===== config.mk =====
export PLATFORM = sky130hd
export DESIGN_NAME = double_utf8_repair_filter_top
export DESIGN_NICKNAME = d
export VERILOG_FILES = /design/src/rtl/dur_pkg.sv /design/src/rtl/dur_front.sv /design/src/rtl/dur_back.sv /design/src/rtl/dur_ser.sv /design/src/rtl/double_utf8_repair_filter_top.sv
export SDC_FILE = /design/constraint.sdc
export NUM_CORES = 1
export LEC_CHECK = 0
export ABC_CLOCK_PERIOD_IN_PS = 16000
export BUFFER_PORTS_ARGS = -buffer_cell sky130_fd_sc_hd__buf_2
export CAP_MARGIN = 20
export CORE_UTILIZATION = 55
export DETAILED_ROUTE_END_ITERATION = 10
export PLACE_DENSITY = 0.71
export SLEW_MARGIN = 20
export SYNTH_ARGS = -nofsm -noshare
export SYNTH_HDL_FRONTEND = slang
export SYNTH_SLANG_ARGS = --single-unit

===== constraint.sdc =====
create_clock -name clk -period 16 [get_ports clk]
set_input_delay 3.2 -clock clk [delete_from_list [all_inputs] [get_ports clk]]
set_output_delay 3.2 -clock clk [all_outputs]
set_load 0.005 [all_outputs]

===== src/rtl/dur_pkg.sv =====
`timescale 1ns / 1ps
package dur_pkg;

  // Window depths of the two stages
  localparam logic [2:0] FRONT_DEPTH = 3'd4;
  localparam logic [2:0] BACK_DEPTH  = 3'd5;

  // UTF-8 structure masks and tags
  localparam logic [7:0] CONT_MASK  = 8'hC0;
  localparam logic [7:0] CONT_TAG   = 8'h80;
  localparam logic [7:0] LEAD2_MASK = 8'hE0;
  localparam logic [7:0] LEAD2_TAG  = 8'hC0;
  localparam logic [7:0] LEAD3_MASK = 8'hF0;
  localparam logic [7:0] LEAD3_TAG  = 8'hE0;
  localparam logic [7:0] LEAD4_MASK = 8'hF8;
  localparam logic [7:0] LEAD4_TAG  = 8'hF0;

  // Repaired code byte base, and the two Latin-1 lead bytes matched by range
  localparam logic [7:0] CODE_BASE = 8'h80;
  localparam logic [7:0] LATIN_C2  = 8'hC2;
  localparam logic [7:0] LATIN_C3  = 8'hC3;
  localparam logic [7:0] C2_LO     = 8'hA0;
  localparam logic [7:0] C3_LO     = 8'h80;
  localparam logic [7:0] LATIN_HI  = 8'hBF;
  localparam logic [7:0] C3_OFFSET = 8'h40;
  localparam logic [7:0] NO_THIRD  = 8'h00;

  localparam int RomRows = 32;

  // Code points 0x80..0x9F of the single-byte code page; a zero third byte
  // marks a two-byte entry.
  localparam logic [23:0] ROM_LOW [RomRows] = '{
    24'hE282AC, 24'hC28100, 24'hE2809A, 24'hC69200,
    24'hE2809E, 24'hE280A6, 24'hE280A0, 24'hE280A1,
    24'hCB8600, 24'hE280B0, 24'hC5A000, 24'hE280B9,
    24'hC59200, 24'hC28D00, 24'hC5BD00, 24'hC28F00,
    24'hC29000, 24'hE28098, 24'hE28099, 24'hE2809C,
    24'hE2809D, 24'hE280A2, 24'hE28093, 24'hE28094,
    24'hCB9C00, 24'hE284A2, 24'hC5A100, 24'hE280BA,
    24'hC59300, 24'hC29D00, 24'hC5BE00, 24'hC5B800
  };

  typedef struct packed {
    logic [7:0] in_byte;
    logic       end_of_stream;
  } dur_in_t;

  typedef struct packed {
    logic [7:0] out_byte;
    logic       last_of_run;
  } dur_out_t;

  // Bytes forwarded by one front decision
  typedef struct packed {
    logic [3:0][7:0] data;
    logic [2:0]      n;
    logic            item_end;
    logic            eos;
  } chunk_t;

  // Bytes emitted by one back decision; mark closes the word's results
  typedef struct packed {
    logic [3:0][7:0] data;
    logic [2:0]      n;
    logic            mark;
  } group_t;

  typedef struct packed {
    logic [2:0]      used;
    logic [3:0][7:0] data;
    logic [2:0]      n;
  } fdec_t;

  typedef struct packed {
    logic       hit;
    logic [7:0] code;
  } rom_t;

  function automatic logic is_cont(input logic [7:0] b);
    return (b & CONT_MASK) == CONT_TAG;
  endfunction

  function automatic logic [2:0] seq_len(input logic [3:0][7:0] v);
    logic [2:0] len;
    len = 3'd0;
    if (!v[0][7]) begin
      len = 3'd1;
    end else if ((v[0] & LEAD2_MASK) == LEAD2_TAG && is_cont(v[1])) begin
      len = 3'd2;
    end else if ((v[0] & LEAD3_MASK) == LEAD3_TAG && is_cont(v[1]) && is_cont(v[2])) begin
      len = 3'd3;
    end else if ((v[0] & LEAD4_MASK) == LEAD4_TAG && is_cont(v[1]) && is_cont(v[2]) &&
                 is_cont(v[3])) begin
      len = 3'd4;
    end
    return len;
  endfunction

  // Read zero past the held count
  function automatic logic [3:0][7:0] view4(input logic [3:0][7:0] w, input logic [2:0] cnt);
    logic [3:0][7:0] v;
    v = '0;
    for (int k = 0; k < 4; k++) begin
      if (3'(k) < cnt) v[k] = w[k];
    end
    return v;
  endfunction

  function automatic rom_t rom_find(input logic [3:0][7:0] v);
    rom_t r;
    r.hit  = 1'b0;
    r.code = '0;
    for (int k = RomRows - 1; k >= 0; k--) begin
      if (v[0] == ROM_LOW[k][23:16] && v[1] == ROM_LOW[k][15:8] &&
          (ROM_LOW[k][7:0] == NO_THIRD || v[2] == ROM_LOW[k][7:0])) begin
        r.hit  = 1'b1;
        r.code = CODE_BASE + 8'(k);
      end
    end
    if (!r.hit && v[0] == LATIN_C2 && v[1] >= C2_LO && v[1] <= LATIN_HI) begin
      r.hit  = 1'b1;
      r.code = v[1];
    end else if (!r.hit && v[0] == LATIN_C3 && v[1] >= C3_LO && v[1] <= LATIN_HI) begin
      r.hit  = 1'b1;
      r.code = v[1] + C3_OFFSET;
    end
    return r;
  endfunction

  function automatic fdec_t front_dec(input logic [3:0][7:0] v);
    fdec_t d;
    logic [2:0] len;
    rom_t r;
    len = seq_len(v);
    r = rom_find(v);
    d.data = v;
    d.used = len;
    d.n    = len;
    if (len == 3'd0) begin
      d.used = 3'd1;
      d.n    = 3'd0;
    end else if (len != 3'd1 && r.hit) begin
      d.n       = 3'd1;
      d.data    = '0;
      d.data[0] = r.code;
    end
    return d;
  endfunction

endpackage


===== src/rtl/dur_front.sv =====
`timescale 1ns / 1ps
module dur_front
  import dur_pkg::*;
(
  input  logic    clk,
  input  logic    rst_n,
  input  logic    in_valid,
  output logic    in_ready,
  input  dur_in_t in_data,
  output logic    chunk_vld,
  output chunk_t  chunk,
  input  logic    chunk_done
);

  logic [3:0][7:0] win_r, win_nxt, win_app, win_src, win_shift;
  logic [1:0]      cnt_r, cnt_nxt;
  logic [2:0]      cnt_app, cnt_src, used, cnt_left;
  logic            flush_r, flush_nxt;
  logic            chunk_vld_r, chunk_vld_nxt;
  chunk_t          chunk_r, chunk_nxt;
  logic            slot_free, accept, drained;
  fdec_t           dec;

  function automatic logic [3:0][7:0] shift4(input logic [3:0][7:0] w, input logic [2:0] j);
    logic [3:0][7:0] s;
    logic [3:0]      idx;
    s = '0;
    for (int k = 0; k < 4; k++) begin
      idx = 4'(k) + {1'b0, j};
      if (idx < 4'd4) s[k] = w[idx[1:0]];
    end
    return s;
  endfunction

  always_comb begin
    slot_free = !chunk_vld_r || chunk_done;
    in_ready  = slot_free && !flush_r;
    accept    = in_valid && in_ready;

    win_app        = win_r;
    win_app[cnt_r] = in_data.in_byte;
    cnt_app        = {1'b0, cnt_r} + 3'd1;
    win_src        = flush_r ? win_r : win_app;
    cnt_src        = flush_r ? {1'b0, cnt_r} : cnt_app;

    dec       = front_dec(view4(win_src, cnt_src));
    used      = (dec.used > cnt_src) ? cnt_src : dec.used;
    cnt_left  = cnt_src - used;
    win_shift = shift4(win_src, used);
    drained   = (cnt_left == 3'd0);

    win_nxt       = win_r;
    cnt_nxt       = cnt_r;
    flush_nxt     = flush_r;
    chunk_nxt     = chunk_r;
    chunk_vld_nxt = chunk_vld_r && !chunk_done;

    if (flush_r) begin
      // drain the window one decision per free slot
      if (slot_free) begin
        win_nxt            = win_shift;
        cnt_nxt            = cnt_left[1:0];
        chunk_nxt.data     = dec.data;
        chunk_nxt.n        = dec.n;
        chunk_nxt.item_end = drained;
        chunk_nxt.eos      = drained;
        chunk_vld_nxt      = 1'b1;
        flush_nxt          = !drained;
      end
    end else if (accept) begin
      chunk_nxt.data = dec.data;
      chunk_vld_nxt  = 1'b1;
      if (in_data.end_of_stream || cnt_app == FRONT_DEPTH) begin
        win_nxt     = win_shift;
        cnt_nxt     = cnt_left[1:0];
        chunk_nxt.n = dec.n;
      end else begin
        win_nxt     = win_app;
        cnt_nxt     = cnt_app[1:0];
        chunk_nxt.n = 3'd0;
      end
      if (in_data.end_of_stream) begin
        chunk_nxt.item_end = drained;
        chunk_nxt.eos      = drained;
        flush_nxt          = !drained;
      end else begin
        chunk_nxt.item_end = 1'b1;
        chunk_nxt.eos      = 1'b0;
      end
    end
  end

  always_ff @(posedge clk) begin
    if (!rst_n) begin
      cnt_r       <= '0;
      flush_r     <= 1'b0;
      chunk_vld_r <= 1'b0;
    end else begin
      cnt_r       <= cnt_nxt;
      flush_r     <= flush_nxt;
      chunk_vld_r <= chunk_vld_nxt;
    end
  end

  always_ff @(posedge clk) begin
    win_r   <= win_nxt;
    chunk_r <= chunk_nxt;
  end

  assign chunk_vld = chunk_vld_r;
  assign chunk     = chunk_r;

`ifndef SYNTHESIS
  a_front_flush_holds_bytes: assert property (@(posedge clk) disable iff (!rst_n)
    flush_r |-> cnt_r != 2'd0)
    else $error("front flush with an empty window");
`endif

endmodule


===== src/rtl/dur_back.sv =====
`timescale 1ns / 1ps
module dur_back
  import dur_pkg::*;
(
  input  logic   clk,
  input  logic   rst_n,
  input  logic   chunk_vld,
  input  chunk_t chunk,
  output logic   chunk_done,
  output logic   grp_vld,
  output group_t grp,
  input  logic   grp_done
);

  logic [4:0][7:0] win_r, win_nxt, win_app, win_src, win_shift;
  logic [3:0][7:0] seq_v;
  logic [2:0]      cnt_r, cnt_nxt, cnt_app, cnt_src, cnt_left, cnt_post;
  logic [2:0]      len, used, grp_n;
  logic [1:0]      ptr_r, ptr_nxt;
  logic            flush_r, flush_nxt;
  logic            grp_vld_r, grp_vld_nxt;
  group_t          grp_r, grp_nxt;
  logic            slot_free, have_push, last_push, full, mark, grp_wr;

  function automatic logic [4:0][7:0] shift5(input logic [4:0][7:0] w, input logic [2:0] j);
    logic [4:0][7:0] s;
    logic [3:0]      idx;
    s = '0;
    for (int k = 0; k < 5; k++) begin
      idx = 4'(k) + {1'b0, j};
      if (idx < 4'd5) s[k] = w[idx[2:0]];
    end
    return s;
  endfunction

  always_comb begin
    slot_free = !grp_vld_r || grp_done;

    win_app        = win_r;
    win_app[cnt_r] = chunk.data[ptr_r];
    cnt_app        = cnt_r + 3'd1;
    win_src        = flush_r ? win_r : win_app;
    cnt_src        = flush_r ? cnt_r : cnt_app;

    seq_v     = view4(win_src[3:0], cnt_src);
    len       = seq_len(seq_v);
    used      = (len == 3'd0) ? 3'd1 : len;
    used      = (used > cnt_src) ? cnt_src : used;
    cnt_left  = cnt_src - used;
    win_shift = shift5(win_src, used);

    have_push = chunk_vld && !flush_r && ({1'b0, ptr_r} < chunk.n);
    last_push = ({1'b0, ptr_r} == chunk.n - 3'd1);
    full      = (cnt_app == BACK_DEPTH);
    cnt_post  = full ? cnt_left : cnt_app;

    win_nxt    = win_r;
    cnt_nxt    = cnt_r;
    ptr_nxt    = ptr_r;
    flush_nxt  = flush_r;
    grp_n      = 3'd0;
    mark       = 1'b0;
    chunk_done = 1'b0;

    if (slot_free) begin
      if (flush_r) begin
        // one decision per free group slot until the window is empty
        win_nxt = win_shift;
        cnt_nxt = cnt_left;
        grp_n   = len;
        if (cnt_left == 3'd0) begin
          mark       = 1'b1;
          flush_nxt  = 1'b0;
          chunk_done = 1'b1;
        end
      end else if (have_push) begin
        if (full) begin
          win_nxt = win_shift;
          cnt_nxt = cnt_left;
          grp_n   = len;
        end else begin
          win_nxt = win_app;
          cnt_nxt = cnt_app;
        end
        if (last_push) begin
          ptr_nxt = '0;
          if (chunk.eos) begin
            if (cnt_post != 3'd0) begin
              flush_nxt = 1'b1;
            end else begin
              mark       = 1'b1;
              chunk_done = 1'b1;
            end
          end else begin
            mark       = chunk.item_end;
            chunk_done = 1'b1;
          end
        end else begin
          ptr_nxt = ptr_r + 2'd1;
        end
      end else if (chunk_vld && !flush_r) begin
        // chunk without bytes: pass the word boundary or start the flush
        if (chunk.eos && cnt_r != 3'd0) begin
          flush_nxt = 1'b1;
        end else begin
          mark       = chunk.eos || chunk.item_end;
          chunk_done = 1'b1;
        end
      end
    end

    grp_wr       = (grp_n != 3'd0) || mark;
    grp_nxt      = grp_r;
    if (grp_wr) begin
      grp_nxt.data = seq_v;
      grp_nxt.n    = grp_n;
      grp_nxt.mark = mark;
    end
    grp_vld_nxt = grp_wr || (grp_vld_r && !grp_done);
  end

  always_ff @(posedge clk) begin
    if (!rst_n) begin
      cnt_r     <= '0;
      ptr_r     <= '0;
      flush_r   <= 1'b0;
      grp_vld_r <= 1'b0;
    end else begin
      cnt_r     <= cnt_nxt;
      ptr_r     <= ptr_nxt;
      flush_r   <= flush_nxt;
      grp_vld_r <= grp_vld_nxt;
    end
  end

  always_ff @(posedge clk) begin
    win_r <= win_nxt;
    grp_r <= grp_nxt;
  end

  assign grp_vld = grp_vld_r;
  assign grp     = grp_r;

`ifndef SYNTHESIS
  a_back_flush_holds_bytes: assert property (@(posedge clk) disable iff (!rst_n)
    flush_r |-> cnt_r != 3'd0)
    else $error("back flush with an empty window");
  a_back_count_below_depth: assert property (@(posedge clk) disable iff (!rst_n)
    cnt_r < BACK_DEPTH)
    else $error("back window count left at depth");
`endif

endmodule


===== src/rtl/dur_ser.sv =====
`timescale 1ns / 1ps
module dur_ser
  import dur_pkg::*;
(
  input  logic     clk,
  input  logic     rst_n,
  input  logic     grp_vld,
  input  group_t   grp,
  output logic     grp_done,
  output logic     out_valid,
  input  logic     out_ready,
  output dur_out_t out_data
);

  logic [1:0] gptr_r, gptr_nxt;
  logic       hold_vld_r, hold_vld_nxt;
  logic       hold_fin_r, hold_fin_nxt;
  logic [7:0] hold_byte_r, hold_byte_nxt;
  logic       o_vld_r, o_vld_nxt;
  dur_out_t   o_r, o_nxt;
  logic       out_free, has_byte, last_b, take, move, marker;

  always_comb begin
    out_free = !o_vld_r || out_ready;
    has_byte = grp_vld && ({1'b0, gptr_r} < grp.n);
    last_b   = ({1'b0, gptr_r} == grp.n - 3'd1);
    marker   = grp_vld && (grp.n == 3'd0);
    take     = has_byte && (!hold_vld_r || out_free);
    // a held byte leaves once its last flag is known
    move     = hold_vld_r && (take || (hold_fin_r && out_free));
    grp_done = (take && last_b) || marker;

    gptr_nxt      = gptr_r;
    hold_vld_nxt  = hold_vld_r;
    hold_fin_nxt  = hold_fin_r;
    hold_byte_nxt = hold_byte_r;
    o_vld_nxt     = o_vld_r && !out_ready;
    o_nxt         = o_r;

    if (move) begin
      o_vld_nxt         = 1'b1;
      o_nxt.out_byte    = hold_byte_r;
      o_nxt.last_of_run = hold_fin_r;
      hold_vld_nxt      = 1'b0;
    end
    if (take) begin
      hold_vld_nxt  = 1'b1;
      hold_byte_nxt = grp.data[gptr_r];
      hold_fin_nxt  = grp.mark && last_b;
      gptr_nxt      = last_b ? 2'd0 : gptr_r + 2'd1;
    end else if (marker) begin
      hold_fin_nxt = 1'b1;
    end
  end

  always_ff @(posedge clk) begin
    if (!rst_n) begin
      gptr_r     <= '0;
      hold_vld_r <= 1'b0;
      o_vld_r    <= 1'b0;
    end else begin
      gptr_r     <= gptr_nxt;
      hold_vld_r <= hold_vld_nxt;
      o_vld_r    <= o_vld_nxt;
    end
  end

  always_ff @(posedge clk) begin
    hold_fin_r  <= hold_fin_nxt;
    hold_byte_r <= hold_byte_nxt;
    o_r         <= o_nxt;
  end

  assign out_valid = o_vld_r;
  assign out_data  = o_r;

`ifndef SYNTHESIS
  a_ser_empty_group_marks: assert property (@(posedge clk) disable iff (!rst_n)
    (grp_vld && grp.n == 3'd0) |-> grp.mark)
    else $error("group without bytes carries no word mark");
  a_ser_open_byte_not_last: assert property (@(posedge clk) disable iff (!rst_n)
    (hold_vld_r && !hold_fin_r && take) |=> (out_valid && !out_data.last_of_run))
    else $error("byte followed by another of its word flagged as last");
`endif

endmodule


===== src/rtl/double_utf8_repair_filter_top.sv =====
`timescale 1ns / 1ps
// Channel  | Ports                          | Word
// ---------+--------------------------------+------------------------------------
// input    | in_valid, in_ready, in_data    | dur_in_t: in_byte, end_of_stream
// result   | out_valid, out_ready, out_data | dur_out_t: out_byte, last_of_run
//
// An input word is taken every cycle while every front and back decision moves at most
// one byte and out_ready stays high; a decision that moves more bytes holds its stage.
// End of stream adds flush decisions in both stages until both windows are empty.
// A result word passes the front chunk, back group, serializer hold and output registers.
// Reset (rst_n low, synchronous) empties both windows and all stage registers.
// A stalled result port fills the stage registers, then drops in_ready; nothing is lost.
module double_utf8_repair_filter_top
  import dur_pkg::*;
(
  input  logic     clk,
  input  logic     rst_n,
  input  logic     in_valid,
  output logic     in_ready,
  input  dur_in_t  in_data,
  output logic     out_valid,
  input  logic     out_ready,
  output dur_out_t out_data
);

  // front stage -> back stage: bytes forwarded by one front decision
  logic   chunk_vld;
  chunk_t chunk;
  logic   chunk_done;

  // back stage -> serializer: bytes emitted by one back decision
  logic   grp_vld;
  group_t grp;
  logic   grp_done;

  // Lookahead of four, code page repair, drop of stray bytes
  dur_front u_front (
    .clk        (clk),
    .rst_n      (rst_n),
    .in_valid   (in_valid),
    .in_ready   (in_ready),
    .in_data    (in_data),
    .chunk_vld  (chunk_vld),
    .chunk      (chunk),
    .chunk_done (chunk_done)
  );

  // Structure check over a five byte window, one forwarded byte per cycle if grp is free
  dur_back u_back (
    .clk        (clk),
    .rst_n      (rst_n),
    .chunk_vld  (chunk_vld),
    .chunk      (chunk),
    .chunk_done (chunk_done),
    .grp_vld    (grp_vld),
    .grp        (grp),
    .grp_done   (grp_done)
  );

  // One result word per cycle if ready; hold the newest byte until its last flag is known
  dur_ser u_ser (
    .clk       (clk),
    .rst_n     (rst_n),
    .grp_vld   (grp_vld),
    .grp       (grp),
    .grp_done  (grp_done),
    .out_valid (out_valid),
    .out_ready (out_ready),
    .out_data  (out_data)
  );

endmodule


; After elaboration in Yosys (flattened, before gate mapping)
; Cells that the tools add are included.
; W data, S select, Z words.
[op_classes]
add_sub_neg = 16
n_mul = 0
div_mod_pow = 0
magnitude_cmp = 39
eq_ne = 57
shifts = 0
n_mux = 159
n_bitwise = 1
reduce_logical = 107
[op_table]
columns = cell, n
row1 = $eq A8 B8 Y1 const B, 39
row2 = $mux W9, 34
row3 = $mux W8, 30
row4 = $mux W32, 6
row5 = $mux W40, 4
row6 = $bmux W8 S3, 5
row7 = $mux W37, 3
row8 = $bmux W8 S2, 6
row9 = $logic_and A1 B1 Y1, 71
row10 = $mux W3, 23
row11 = $bwmux W40, 1
row12 = $mux W1, 36
row13 = $mux W35, 1
row14 = $bwmux W32, 1
row15 = $lt A4 B3 Y1 const B, 7
row16 = $demux W8 S3, 1
row17 = $lt A3 B4 Y1 const B, 6
row18 = $lt A2 B3 Y1 const B, 7
row19 = $add A2 B3 Y4 const A, 4
row20 = $demux W8 S2, 1
row21 = $ge A8 B8 Y1 const B, 2
row22 = $logic_not A3 Y1, 5
row23 = $mux W2, 7
row24 = $eq A2 B2 Y1 const B, 6
row25 = 29 further kinds, 73
[totals]
ff_bits = 178
latchBits = 0
ramBits = 0
romBits = 0
inputBits = 13
out_inout_bits = 11
word_cells = 419
mem_count = 0

; Depth between registers and ports, before layout
[depth]
ltp_word = 53
mapped_depth = 32
ltp_nobuf = 25

; Cells and area by module
; Synthesis repeated with hierarchy kept, for this count alone.
[unflattened]
cells_unflattened = 1453
area_unflattened_um2 = 14734.1
[by_module_without_submodules]
columns = mod, n_inst, cells_per_inst, area_per_inst_um2, seq_area_each_um2
row1 = dur_back, 1, 702, 7071.8, 2422.3
row2 = dur_front, 1, 683, 6586.3, 2152.1
row3 = dur_ser, 1, 68, 1076.0, 620.6

; Worst setup path before layout
; OpenSTA, ideal clock, no wires.
[synth_timing]
path_kind = register to register
start = register u_back.cnt_r[0]
end = register u_front.cnt_r[1]
setup_time_ns = 0.071
t_arrival_ns = 9.523
required_ns = 15.929
path_slack_ns = 6.406
path_stages_with_launch = 32
path_buffers = 7
synth_period_minus_slack_ns = 9.594
cell_sequence = dfxtp_1 > buf_6 > clkbuf_1 > inv_1 > ha_1 > o21bai_1 > a31o_2 > clkbuf_1 > or2_4 > nor4_4 > buf_6 > a21o_1 > ha_1 > nor2b_1 > o21a_1 > o21a_1 > nor3_1 > a221oi_2 > buf_4 > buf_4 > buf_2 > ha_1 > fa_1 > nand2_1 > nor3_1 > a31oi_1 > a21bo_2 > a211o_1 > a31oi_1 > a21boi_1 > nor2_1 > o221a_2
[synth_via]
elab_chain_len = 33
word_cells_on_any_way = 59
cone_classes = add/sub (2) / order compare (7) / eq/ne (8) / mux (25) / reduce/logical (17)
[synth_lines]
columns = element, line
row1 = "start, declared", dur_back.sv:17  ; logic [2:0] cnt_r, cnt_nxt, cnt_app, cnt_src, cnt_left, cnt_post;
row2 = "start signal, assigned", dur_back.sv:129  ; cnt_r <= cnt_nxt;
row3 = $lt A3 B4 Y1 (implied by the code) or $ge A3 B1 Y1 (tied branches), dur_back.sv:40  ; win_app[cnt_r] = chunk.data[ptr_r];
row4 = $logic_and A1 B1 Y1 (implied by the code), dur_back.sv:40
row5 = $mux W8 (implied by the code), dur_back.sv:40
row6 = $demux W8 S3, n/a
row7 = $bwmux W40, dur_back.sv:40
row8 = $mux W40, dur_back.sv:42  ; win_src = flush_r ? win_r : win_app;
row9 = $mux W8, dur_pkg.sv:104  ; if (3'(k) < cnt) v[k] = w[k];
row10 = $eq A5 B5 Y1 or $eq A2 B2 Y1 (tied branches), "dur_pkg.sv:92, dur_pkg.sv:80"
row11 = [... 17 more ...], n/a
row12 = $mux W1, dur_back.sv:76  ; end else if (have_push) begin
row13 = $mux W1 (*), dur_back.sv:66  ; if (flush_r) begin
row14 = $mux W1 (*), dur_back.sv:65  ; if (slot_free) begin
row15 = $logic_or A1 B1 Y1 (*), dur_front.sv:36  ; slot_free = !chunk_vld_r || chunk_done;
row16 = $logic_and A1 B1 Y1, dur_front.sv:37  ; in_ready = slot_free && !flush_r;
row17 = $logic_and A1 B1 Y1, dur_front.sv:38  ; accept = in_valid && in_ready;
row18 = $reduce_bool A2 Y1 (no line), n/a
row19 = $reduce_and A2 Y1 (no line) (*), n/a
row20 = "end signal, assigned", dur_front.sv:99  ; cnt_r <= cnt_nxt;
row21 = "end, declared", dur_front.sv:16  ; logic [1:0] cnt_r, cnt_nxt;
; Mark *: on every way between the ends. The rest lies on a longest branch, timed or not.
; A chain may end at the register's enable or synchronous reset.

; Final worst setup path
[layout_timing]
start = register u_back.cnt_r[0]
end = output port in_ready
[layout_via]
elab_chain_len = 30
word_cells_on_any_way = 55
cone_classes = add/sub (2) / order compare (7) / eq/ne (7) / mux (25) / reduce/logical (14)
[layout_lines]
columns = element, line
row1 = $lt A3 B4 Y1 (implied by the code) or $ge A3 B1 Y1 (tied branches), dur_back.sv:40
row2 = $logic_and A1 B1 Y1 (implied by the code), dur_back.sv:40
row3 = $mux W8 (implied by the code), dur_back.sv:40
row4 = $demux W8 S3, n/a
row5 = $bwmux W40, dur_back.sv:40
row6 = $mux W40, dur_back.sv:42
row7 = $mux W8, dur_pkg.sv:104
row8 = $eq A5 B5 Y1 or $eq A2 B2 Y1 (tied branches), "dur_pkg.sv:92, dur_pkg.sv:80"
row9 = [... 14 more ...], n/a
row10 = $mux W1, dur_back.sv:88  ; if (cnt_post != 3'd0) begin
row11 = $mux W1, dur_back.sv:87  ; if (chunk.eos) begin
row12 = $mux W1, dur_back.sv:85  ; if (last_push) begin
row13 = $mux W1, dur_back.sv:76
row14 = $mux W1 (*), dur_back.sv:66
row15 = $mux W1 (*), dur_back.sv:65
row16 = $logic_or A1 B1 Y1 (*), dur_front.sv:36
row17 = $logic_and A1 B1 Y1 (*), dur_front.sv:37
row18 = "end, declared", double_utf8_repair_filter_top.sv:19  ; output logic in_ready,
; Marks and branches as above.

==> flow_metrics.env <==
export IMPL_dp_slack_ns=5.67
export IMPL_dieHeight_um=161
export IMPL_ys_seq_elements=178
export IMPL_ys_seq_area_share_pct=37.4
export IMPL_critPathKind="flop to primary output"
export IMPL_hold_ws_ns=0.423
export IMPL_cts_htree_levels=4
export IMPL_cts_tree="built"
export IMPL_start_util_pct=56.6
export IMPL_slew_viol_final=0
export IMPL_wire_per_inst_um=25.0
export IMPL_postSynth_asyncResetShare_pct=0
export IMPL_grt_start_max_net_pins=52
export IMPL_hp_class="flop to flop"
export IMPL_hold_viol_final=0
export IMPL_grt_pass1_wl_um=66200
export IMPL_yosysTopAreaCell="edfxtp_1"
export IMPL_run_status="completed"
export IMPL_die_area_um2=25900
export IMPL_vias_per_cell=7.04
export IMPL_worst_path_max_delay_cell="dfxtp_1"
export IMPL_wl_um=43000
export IMPL_synthTopCellsByArea="edfxtp_1 (35%), mux2i_1 (13%), nor2_1 (3.4%), ha_1 (3.2%), mux2_2 (3.0%)"
export IMPL_start_kind="flop"
export IMPL_cts_sinks=178
export IMPL_relSlewSlack_pct=22.0
export IMPL_synth_top_area_share_pct=35.3
export IMPL_cp_max_fo=26
export IMPL_core_area_um2=24500
export IMPL_setup_violations=0
export IMPL_row_count=57
export IMPL_critPathCaptureType="primary output"
export IMPL_first_pass_iters=6
export IMPL_maxCapViolCount=0
export IMPL_gp_congestion=0.993
export IMPL_synthesis_area_um2=13900
export IMPL_detail_route_antenna_nets=0
export IMPL_cp_slowest_stage_delay_ns=0.78
export IMPL_final_setup_skew_ns=0.0199
export IMPL_fin_nets=1437
export IMPL_layout_drive_gt1_share_pct=12.9
export IMPL_clockBufferDepth=2
export IMPL_ctsResizeCount=0
export IMPL_fin_crit_sh_pct=68.8
export IMPL_cts_buffers=17
export IMPL_synth_compound_area_share_pct=16.4
export IMPL_worstMarginPinSlew_ns=1.16
export IMPL_yosysWarningCount=0
export IMPL_synth_flop_cell="edfxtp_1"
export IMPL_synthesis_nets=1463
export IMPL_synth_top_family_by_area="multiplexers"
export IMPL_grtUsageTotal_pct=33.4
export IMPL_clk_latency_ns=0.45
export IMPL_synth_xor_area_share_pct=1.00
export IMPL_cp_arrival_ns=7.80
export IMPL_required_ns=12.80
export IMPL_num_vias=12100
export IMPL_clk_pin_slew_ns=0.08
export IMPL_synth_simple_gate_area_share_pct=17.7
export IMPL_setup_ws_ns=5.00
export IMPL_grt_antenna_before_repair=0
export IMPL_port_buffers=23
export IMPL_finalSetupTns_ns=0
export IMPL_synth_edff_count=163
export IMPL_grt_pass1_vias=11400
export IMPL_synth_avg_cell_area_um2=9.83
export IMPL_drtIter0Drc=1904
export IMPL_drc=0
export IMPL_diodes=0
export IMPL_postCtsSetupBuffers=0
export IMPL_synth_adder_area_share_pct=3.44
export IMPL_area_growth_pct=6.70
export IMPL_cts_root_buf="clkbuf_16"
export IMPL_synthMuxAreaShare_pct=19.5
export IMPL_ctsHoldBuffers=0
export IMPL_netlist_instances=1413
export IMPL_grt_overflow=0
export IMPL_fmax_mhz=90.9
export IMPL_ios=24
export IMPL_min_period_ns=11.00
export IMPL_synth_cell_types=97
export IMPL_rsz0062_at_grt="false"
export IMPL_dp_final_hpwl_um=30700
export IMPL_die_x_um=161
-- per-layer routing --
layer / GRT usage, % / vias up / share of wire (%)
li1: - / 5390 / -
met1: 49.6 / 5851 / 43
met2: 47.6 / 793 / 42
met3: 8.24 / 96 / 12
met4: 9.91 / 0 / 2.3
met5: 0 / - / 0
-- worst paths after layout --
kind                             startpoint                          end  slack [ns]  depth (start not counted)
max            u_back.cnt_r[0]$_SDFFE_PN0P_                     in_ready        5.00                         25
min          u_ser.hold_byte_r[3]$_DFFE_PP_  u_ser.out_data[4]$_DFFE_PP_        0.42                          0
max reg2reg   u_front.cnt_r[0]$_SDFFE_PN0P_  u_front.win_r[27]$_DFFE_PP_        7.10                         20
min reg2reg  u_ser.hold_byte_r[3]$_DFFE_PP_  u_ser.out_data[4]$_DFFE_PP_        0.42                          0
-- metrics by stage --
stage / utilization [%] / cells / area [µm²]
floorplan: - / 1413 / 13900
global placement: 57.8 / 1691 / 14200
detailed placement: 57.8 / 1691 / 14200
CTS: 60.3 / 1723 / 14800
global route: 60.4 / 1724 / 14800
finish: 60.4 / 1724 / 14800
-- Yosys cell counts, types with 19 or more instances --
cell type and instances:
a21oi_1 40, a22oi_1 19, and3_1 19, buf_2 27
clkbuf_1 44, edfxtp_1 163, ha_1 35, inv_1 47
mux2_2 37, mux2i_1 184, nand2_1 96, nand2b_1 25
nand3_1 21, nand4_1 20, nor2_1 124, nor3_1 55
nor4_1 19, o21ai_0 67, o22ai_1 43
-- layout make-up --
| type | instances | area, µm² |
|---|---|---|
| inverter | 50 | 188 |
| timing repair buffer | 48 | 323 |
| fill | 2054 | 9720 |
| tap | 324 | 405 |
| clock buffer | 17 | 425 |
| clock inverter | 15 | 176 |
| sequential | 178 | 5190 |
| multi-input combinational | 1092 | 8100 |
-- layout by cell type (no fill, tap or decap), types with 37 or more instances in the layout --
master and count:
edfxtp_1 163, nor2_1 123, inv_1 47, mux2i_1 184, o21ai_0 67, nor3_1 55, mux2_2 37, a21oi_1 39
nand2_1 96, o22ai_1 42
-- registers in the layout, summed over array words and instances, names as in the netlist --
signal and cells:
u_ser.hold_byte_r 8, u_front.chunk 37, u_back.ptr_r 2, u_back.grp 36
u_front.win_r 32, u_front.chunk_vld 1, u_ser.hold_vld_r 1, u_ser.out_data 9
u_front.cnt_r 2, u_back.cnt_r 3, u_front.flush_r 1, u_back.win_r 40
u_ser.gptr_r 2, u_ser.out_valid 1, u_back.grp_vld 1, u_ser.hold_fin_r 1
u_back.flush_r 1
-- critical path: cells and delay by family, from the launching register on --
kind	cells	cell delay (ns)
adders and majority gates	3	1.38
and+or+nand+nor	7	1.66
buffers and inverters	4	1.02
DFF	1	0.78
AOI/OAI and AO/OA	11	2.46
-- cells by family after synthesis --
logic type | Yosys count
simple gates | 468
flops | 178
mux | 244
fa+ha+maj | 37
buf+inv | 143
compound gates | 328
xor+xnor | 15
Power is not shown: default switching activity piles up to over one toggle a cycle in this logic, so the estimate is an artifact.
